### config.mk
export PLATFORM = sky130hd
export DESIGN_NAME = array_list_engine
export DESIGN_NICKNAME = d
export VERILOG_FILES = /design/src/sv/ale_pkg.sv /design/src/sv/array_list_engine.sv
export SDC_FILE = /design/constraint.sdc
export NUM_CORES = 2
export LEC_CHECK = 0
export ABC_AREA = 1
export BUFFER_PORTS_ARGS = -buffer_cell sky130_fd_sc_hd__buf_2
export CAP_MARGIN = 20
export CELL_PAD_IN_SITES_DETAIL_PLACEMENT = 2
export CELL_PAD_IN_SITES_GLOBAL_PLACEMENT = 2
export CORE_MARGIN = 5
export CORE_UTILIZATION = 38
export DETAILED_ROUTE_END_ITERATION = 8
export GPL_ROUTABILITY_DRIVEN = 0
export HOLD_SLACK_MARGIN = 0.08
export PLACE_DENSITY_LB_ADDON = 0.08
export SYNTH_ARGS = -nofsm -noshare
export SYNTH_HDL_FRONTEND = slang
export SYNTH_SLANG_ARGS = --single-unit
### constraint.sdc
create_clock -name aclk -period 4.3 [get_ports aclk]
set_clock_uncertainty 0.15 [all_clocks]
set_input_delay 0.43 -clock aclk [delete_from_list [all_inputs] [get_ports aclk]]
set_output_delay 0.43 -clock aclk [all_outputs]
set_load 0.02 [all_outputs]
### src/sv/ale_pkg.sv
// ----------------------------------------------------------------------------
// ale_pkg: shared definitions for the array list engine
// Sizes of the list storage, field widths and the operation codes.
// ----------------------------------------------------------------------------
`default_nettype none

package ale_pkg;

    localparam int CAPACITY = 32;
    localparam int ADDR_W   = $clog2(CAPACITY);
    localparam int CNT_W    = $clog2(CAPACITY + 1);
    localparam int DATA_W   = 32;
    localparam int POS_W    = 6;
    localparam int LEN_W    = 6;

    typedef enum logic [1:0] {
        OP_FIND   = 2'd0,
        OP_READ   = 2'd1,
        OP_INSERT = 2'd2,
        OP_DELETE = 2'd3
    } op_t;

    typedef enum logic [4:0] {
        ST_IDLE  = 5'b00001,
        ST_FIND  = 5'b00010,
        ST_READ  = 5'b00100,
        ST_SHIFT = 5'b01000,
        ST_RESP  = 5'b10000
    } state_t;

endpackage

`default_nettype wire

### src/sv/array_list_engine.sv
// ----------------------------------------------------------------------------
// array_list_engine: ordered list of signed words in a fixed array
// Find, read, insert and delete on a list held in a single-port-write RAM.
// ----------------------------------------------------------------------------
//  Channel   Direction  Ports                                  Beat
//  input     in         s_valid/s_ready, s_opcode, s_value,    one operation
//                       s_position
//  result    out        m_valid/m_ready, m_status,             one result
//                       m_result_value, m_length
//
//  Find reads one entry per cycle through the registered read port; insert and
//  delete move one entry per cycle. A read fetches its entry in the read state;
//  a refused read, insert or delete goes straight to the response state.
//  Synchronous active-low reset empties the list; no clearing pass is needed.
//  A finished result waits in the output register while the next beat is taken.
// ----------------------------------------------------------------------------
`default_nettype none

module array_list_engine
    import ale_pkg::*;
(
    input  wire logic                     aclk,
    input  wire logic                     aresetn,
    input  wire logic                     s_valid,
    output logic                          s_ready,
    input  wire logic [1:0]               s_opcode,
    input  wire logic signed [DATA_W-1:0] s_value,
    input  wire logic [POS_W-1:0]         s_position,
    output logic                          m_valid,
    input  wire logic                     m_ready,
    output logic                          m_status,
    output logic signed [DATA_W-1:0]      m_result_value,
    output logic [LEN_W-1:0]              m_length
);

    logic [DATA_W-1:0] mem [CAPACITY];
    logic [DATA_W-1:0] rd_data_reg;

    state_t            state_reg, state_next;
    logic [CNT_W-1:0]  count_reg, count_next;
    op_t               op_reg, op_next;
    logic [DATA_W-1:0] value_reg, value_next;
    logic [POS_W-1:0]  pos_reg, pos_next;
    logic [CNT_W-1:0]  idx_reg, idx_next;
    logic [CNT_W-1:0]  rem_reg, rem_next;
    logic              chk_valid_reg, chk_valid_next;
    logic [ADDR_W-1:0] chk_idx_reg, chk_idx_next;
    logic              res_status_reg, res_status_next;
    logic [DATA_W-1:0] res_value_reg, res_value_next;
    logic              m_valid_reg, m_valid_next;
    logic              m_status_reg, m_status_next;
    logic [DATA_W-1:0] m_value_reg, m_value_next;
    logic [LEN_W-1:0]  m_length_reg, m_length_next;

    logic              accept;
    logic [ADDR_W-1:0] rd_addr;
    logic              wr_en;
    logic [ADDR_W-1:0] wr_addr;
    logic [DATA_W-1:0] wr_data;
    logic [CNT_W:0]    pos_ext;
    logic [CNT_W:0]    cnt_ext;

    assign s_ready        = (state_reg == ST_IDLE);
    assign accept         = s_valid && s_ready;
    assign m_valid        = m_valid_reg;
    assign m_status       = m_status_reg;
    assign m_result_value = m_value_reg;
    assign m_length       = m_length_reg;

    assign pos_ext = (CNT_W + 1)'(s_position);
    assign cnt_ext = (CNT_W + 1)'(count_reg);

    always_ff @(posedge aclk) begin
        if (wr_en) begin
            mem[wr_addr] <= wr_data;
        end
        rd_data_reg <= mem[rd_addr];
    end

    always_comb begin
        state_next      = state_reg;
        count_next      = count_reg;
        op_next         = op_reg;
        value_next      = value_reg;
        pos_next        = pos_reg;
        idx_next        = idx_reg;
        rem_next        = rem_reg;
        chk_valid_next  = chk_valid_reg;
        chk_idx_next    = chk_idx_reg;
        res_status_next = res_status_reg;
        res_value_next  = res_value_reg;
        m_valid_next    = m_valid_reg;
        m_status_next   = m_status_reg;
        m_value_next    = m_value_reg;
        m_length_next   = m_length_reg;
        rd_addr         = idx_reg[ADDR_W-1:0];
        wr_en           = 1'b0;
        wr_addr         = '0;
        wr_data         = '0;

        if (m_valid_reg && m_ready) begin
            m_valid_next = 1'b0;
        end

        case (state_reg)
            ST_IDLE: begin
                rd_addr = ADDR_W'(s_position - 1'b1);
                if (accept) begin
                    op_next         = op_t'(s_opcode);
                    value_next      = s_value;
                    pos_next        = s_position;
                    chk_valid_next  = 1'b0;
                    res_status_next = 1'b1;
                    res_value_next  = '0;
                    state_next      = ST_RESP;
                    case (op_t'(s_opcode))
                        OP_FIND: begin
                            idx_next   = '0;
                            state_next = ST_FIND;
                        end
                        OP_READ: begin
                            if (s_position != '0 && pos_ext <= cnt_ext) begin
                                state_next = ST_READ;
                            end
                        end
                        OP_INSERT: begin
                            if (count_reg != CNT_W'(CAPACITY) && s_position != '0
                                    && pos_ext <= cnt_ext + 1'b1) begin
                                idx_next   = count_reg - 1'b1;
                                rem_next   = CNT_W'(cnt_ext - pos_ext + 1'b1);
                                state_next = ST_SHIFT;
                            end
                        end
                        OP_DELETE: begin
                            if (s_position != '0 && pos_ext <= cnt_ext) begin
                                idx_next   = CNT_W'(s_position);
                                rem_next   = CNT_W'(cnt_ext - pos_ext);
                                state_next = ST_SHIFT;
                            end
                        end
                        default: begin
                            state_next = ST_RESP;
                        end
                    endcase
                end
            end
            ST_FIND: begin
                if (chk_valid_reg && rd_data_reg == value_reg) begin
                    res_status_next = 1'b0;
                    res_value_next  = DATA_W'(chk_idx_reg);
                    chk_valid_next  = 1'b0;
                    state_next      = ST_RESP;
                end else if (idx_reg < count_reg) begin
                    chk_valid_next = 1'b1;
                    chk_idx_next   = idx_reg[ADDR_W-1:0];
                    idx_next       = idx_reg + 1'b1;
                end else begin
                    chk_valid_next = 1'b0;
                    state_next     = ST_RESP;
                end
            end
            ST_READ: begin
                res_status_next = 1'b0;
                res_value_next  = rd_data_reg;
                state_next      = ST_RESP;
            end
            ST_SHIFT: begin
                if (chk_valid_reg) begin
                    wr_en   = 1'b1;
                    wr_data = rd_data_reg;
                    if (op_reg == OP_INSERT) begin
                        wr_addr = chk_idx_reg + 1'b1;
                    end else begin
                        wr_addr = chk_idx_reg - 1'b1;
                    end
                end
                if (rem_reg != '0) begin
                    chk_valid_next = 1'b1;
                    chk_idx_next   = idx_reg[ADDR_W-1:0];
                    rem_next       = rem_reg - 1'b1;
                    if (op_reg == OP_INSERT) begin
                        idx_next = idx_reg - 1'b1;
                    end else begin
                        idx_next = idx_reg + 1'b1;
                    end
                end else begin
                    chk_valid_next = 1'b0;
                    if (!chk_valid_reg) begin
                        res_status_next = 1'b0;
                        res_value_next  = '0;
                        state_next      = ST_RESP;
                        if (op_reg == OP_INSERT) begin
                            wr_en      = 1'b1;
                            wr_addr    = ADDR_W'(pos_reg - 1'b1);
                            wr_data    = value_reg;
                            count_next = count_reg + 1'b1;
                        end else begin
                            count_next = count_reg - 1'b1;
                        end
                    end
                end
            end
            ST_RESP: begin
                if (!m_valid_reg || m_ready) begin
                    m_valid_next  = 1'b1;
                    m_status_next = res_status_reg;
                    m_value_next  = res_value_reg;
                    m_length_next = LEN_W'(count_reg);
                    state_next    = ST_IDLE;
                end
            end
            default: begin
                state_next = ST_IDLE;
            end
        endcase
    end

    always_ff @(posedge aclk) begin
        if (!aresetn) begin
            state_reg     <= ST_IDLE;
            count_reg     <= '0;
            chk_valid_reg <= 1'b0;
            m_valid_reg   <= 1'b0;
        end else begin
            state_reg     <= state_next;
            count_reg     <= count_next;
            chk_valid_reg <= chk_valid_next;
            m_valid_reg   <= m_valid_next;
        end
        op_reg         <= op_next;
        value_reg      <= value_next;
        pos_reg        <= pos_next;
        idx_reg        <= idx_next;
        rem_reg        <= rem_next;
        chk_idx_reg    <= chk_idx_next;
        res_status_reg <= res_status_next;
        res_value_reg  <= res_value_next;
        m_status_reg   <= m_status_next;
        m_value_reg    <= m_value_next;
        m_length_reg   <= m_length_next;
    end

endmodule

`default_nettype wire

==> flow_metrics.py <==
metrics = {
    "synthesis": {
        "synth_top_family_by_area": "simple AND/OR/NAND/NOR gates",
        "synth_nets": 5090,
        "synth_top_cell_by_area": "edfxtp_1",
        "ys_top_cells_by_area": "edfxtp_1 (66%), nand2_1 (12%), nand3_1 (7.2%)",
        "netlist_area_um2": 52100,
        "synth_adder_area_share_pct": 0.870,
        "ys_types": 48,
        "synth_cells": 5011,
        "yosys.area_share.simple_pct": 20.4,
        "ys_async_sr_fraction_pct": 0,
        "yosysSeqAreaShare_pct": 68.2,
        "syn_area_per_cell_um2": 10.4,
        "synth_top_area_share_pct": 66.4,
        "yosys_warnings": 0,
        "synthFlopType": "edfxtp_1",
        "yosys_register_bits": 1197,
        "synth_compound_area_share_pct": 1.86,
        "synth_xor_xnor_area_share_pct": 0.622,
        "synth_edf_count": 1152,
        "synth_commonest_cells": "nand2_1 (1638), edfxtp_1 (1152), inv_1 (798), nand3_1 (749), buf_2 (171)",
        "yosysMostFrequentCell": "nand2_1",
        "muxShareOfSynthArea_pct": 0,
    },
    "global_routing": {
        "overflow": 0,
        "grt_pass1_vias": 40600,
        "antenna_found_initial": 12,
        "busiest_layer": "met2",
        "grtUsageMet1_pct": 34.4,
        "gr-usage-met2_pct": 41.8,
        "grtUsageTotal_pct": 25.1,
        "grt_start_max_net_pins": 75,
        "grt_pass1_wl_um": 270000,
        "grt_use_met3_pct": 4.46,
    },
    "timing": {
        "fmax_mhz": 251,
        "setup_tns_ns": 0,
        "rsz0062_at_grt": "false",
        "drv_slew": 0,
        "setup_viol": 0,
        "fin_crit_ns": 3.99,
        "tightest_slew_ns": 0.986,
        "fin_crit_sh_pct": 92.8,
        "hold_viol": 0,
        "relSlewSlack_pct": 34.3,
    },
    "clock_tree": {
        "cts_max_level": 4,
        "clkTransAtPathRegs_ns": 0.06,
        "cts_buffers": 138,
        "cts_tree": "yes",
        "clk_path_buf_depth": 3,
        "clock-root-buffer": "clkbuf_16",
        "clock-sinks": 1197,
        "insertion_delay_ns": 0.78,
    },
    "setup_path": {
        "crit_fanout": 15,
        "slowest_delay_ns": 0.58,
        "reg2reg_from": "op_reg[1]",
        "critPathKind": "reg2reg",
        "slowest_stage": "nor2_4",
        "setup.worst_path.start_class": "flip-flop",
        "crit_top_cell": "nand3_1",
        "cp_cell_sequence": "inv_1 -> or2_0 -> buf_4 -> ha_1 -> nand3_1 -> nand3_1 -> o21ai_0 -> nand2_1 -> nand2_2 -> nand3_1 -> nor2_4 -> buf_4",
        "worstSetupEndpointType": "flip-flop",
        "crit_required_ns": 4.61,
        "rr_worst_depth": 12,
        "worstPathArrival_ns": 4.30,
        "reg2reg_slack_ns": 0.31,
        "r2r_end": "mem[2][15]",
    },
    "place": {
        "port_buffers": 84,
        "hpwl_um": 116000,
        "dp.cells": 6818,
        "placed_area_um2": 56300,
    },
    "detailed_routing": {
        "antenna_left": 0,
        "drt-total-wl_um": 184000,
        "drc": 0,
        "first_iter_violations": 2486,
        "avgViaCountPerCell": 5.25,
        "drtPass1Iterations": 5,
        "wire_per_inst_um": 25.8,
        "dr_total_vias": 37300,
    },
    "pwr": {
        "total_power_mw": 47.1,
        "ir_worst_vdd_mv": 0.461,
        "p_per_area_nw_per_um2": 772,
        "p_leak_nw": 25.6,
    },
    "hold_path": {
        "hold_depth": 5,
        "min_path_type": "in2reg",
        "worstHoldStart": "s_position[5]",
        "worstHoldEndpoint": "idx_reg[5]",
    },
    "floorplan": {
        "die_y_um": 380,
        "die_area_um2": 145000,
        "initial_core_util_pct": 38.3,
        "rows": 135,
        "die_w_um": 380,
        "io-pin-count": 85,
        "core_um2": 136000,
    },
    "flow_run": {
        "cap_viol_max_count": 0,
    },
    "status": {
        "status": "complete, no violations",
    },
    "finish": {
        "stdcell_count": 7116,
        "fin_area_um2": 61000,
        "finalNetCount": 5300,
        "top_register": "mem",
        "drive_above_1_share_pct": 10.2,
        "largest_reg_flops": 1024,
        "area_delta_synth_final_pct": 17.2,
    },
}
==> layout by cell type (no fill, tap or decap), types with 12 or more instances in the layout <==
cell / n
a21oi_1: 22
clkbuf_16: 140
nor2_4: 36
clkinv_2: 18
o21ai_0: 34
clkbuf_1: 32
buf_12: 54
nor2_1: 89
o211ai_1: 35
nand3_1: 749
dlygate4sd3_1: 43
o32ai_4: 14
inv_1: 796
buf_2: 84
nand4_1: 13
dfxtp_1: 45
clkinv_1: 32
nand2_1: 1635
xor2_1: 25
edfxtp_1: 1152
buf_4: 126
ha_1: 33
xnor2_1: 12
==> per-stage QoR <==
| stage | hold WS [ns] | utilization [%] | setup slack, ns |
|---|---|---|---|
| 2_1_floorplan | 0.250 | - | 0.0313 |
| 3_3_place_gp | 0.255 | 41.4 | 0.455 |
| 3_5_place_dp | 0.262 | 41.4 | 0.384 |
| 4_1_cts | 0.134 | 44.9 | 0.348 |
| 5_1_grt | 0.176 | 44.9 | 0.168 |
| 6_report | 0.202 | 44.9 | 0.309 |
==> metal layers <==
metal	vias up	share of wire, %
met5	-	0.014
met4	4	2.3
met3	234	5.4
met2	824	48
met1	19400	45
li1	16800	-
==> logic make-up (layout without fill, tap and decap cells) <==
| logic type | count (synthesis) | count (layout) |
|---|---|---|
| adders and majority gates | 35 | 35 |
| AOI/OAI and AO/OA | 149 | 149 |
| xor gates and xnor gates | 37 | 37 |
| DFF | 1197 | 1197 |
| and+or+nand+nor | 2549 | 2549 |
| other | 0 | 3 |
| buffers and inverters | 1044 | 1365 |
==> where the power goes <==
group / internal [mW] / switching, mW / total [mW]
Clock: 6.48 / 4.89 / 11.4
Combinational: 6.00 / 15.8 / 21.8
Sequential: 13.4 / 0.557 / 14.0
Total: 25.9 / 21.2 / 47.1
==> timing repair <==
action	CTS	global route
gates resized for setup	0	0
hold buffers	43	0
hold endpoints to repair	70	0
setup buffers	0	0
==> how the worst max path moves through the flow <==
stage,endpoint,slack [ns],from
2_1_floorplan,res_status_reg,0.03,rem_reg[0]
3_3_place_gp,mem[2][15],0.45,op_reg[1]
3_5_place_dp,mem[18][11],0.38,op_reg[1]
4_1_cts,mem[18][23],0.35,op_reg[1]
5_1_grt,mem[2][15],0.17,op_reg[1]
6_report,mem[2][15],0.31,op_reg[1]
==> worst max-delay path: cells and delay by family (launching register included) <==
family	cells	cell delay, ns
adder cells (fa/ha/maj)	1	0.27
AND/OR/NAND/NOR	7	1.94
buffers and inverters	3	0.68
flip-flops	1	0.38
AO/OA/AOI/OAI	1	0.25
==> cell type report <==
| cell class | instances | area (um2) |
|---|---|---|
| inverters | 807 | 3040 |
| well taps | 1781 | 2230 |
| flip-flops and latches | 1197 | 35500 |
| fillers | 14100 | 74800 |
| clock buffers | 181 | 3750 |
| diodes | 3 | 7.51 |
| clock inverters | 70 | 568 |
| multi-input cells | 2770 | 13100 |
| repair buffers | 307 | 2880 |
Note: power is estimated with default switching activity, not from simulation.
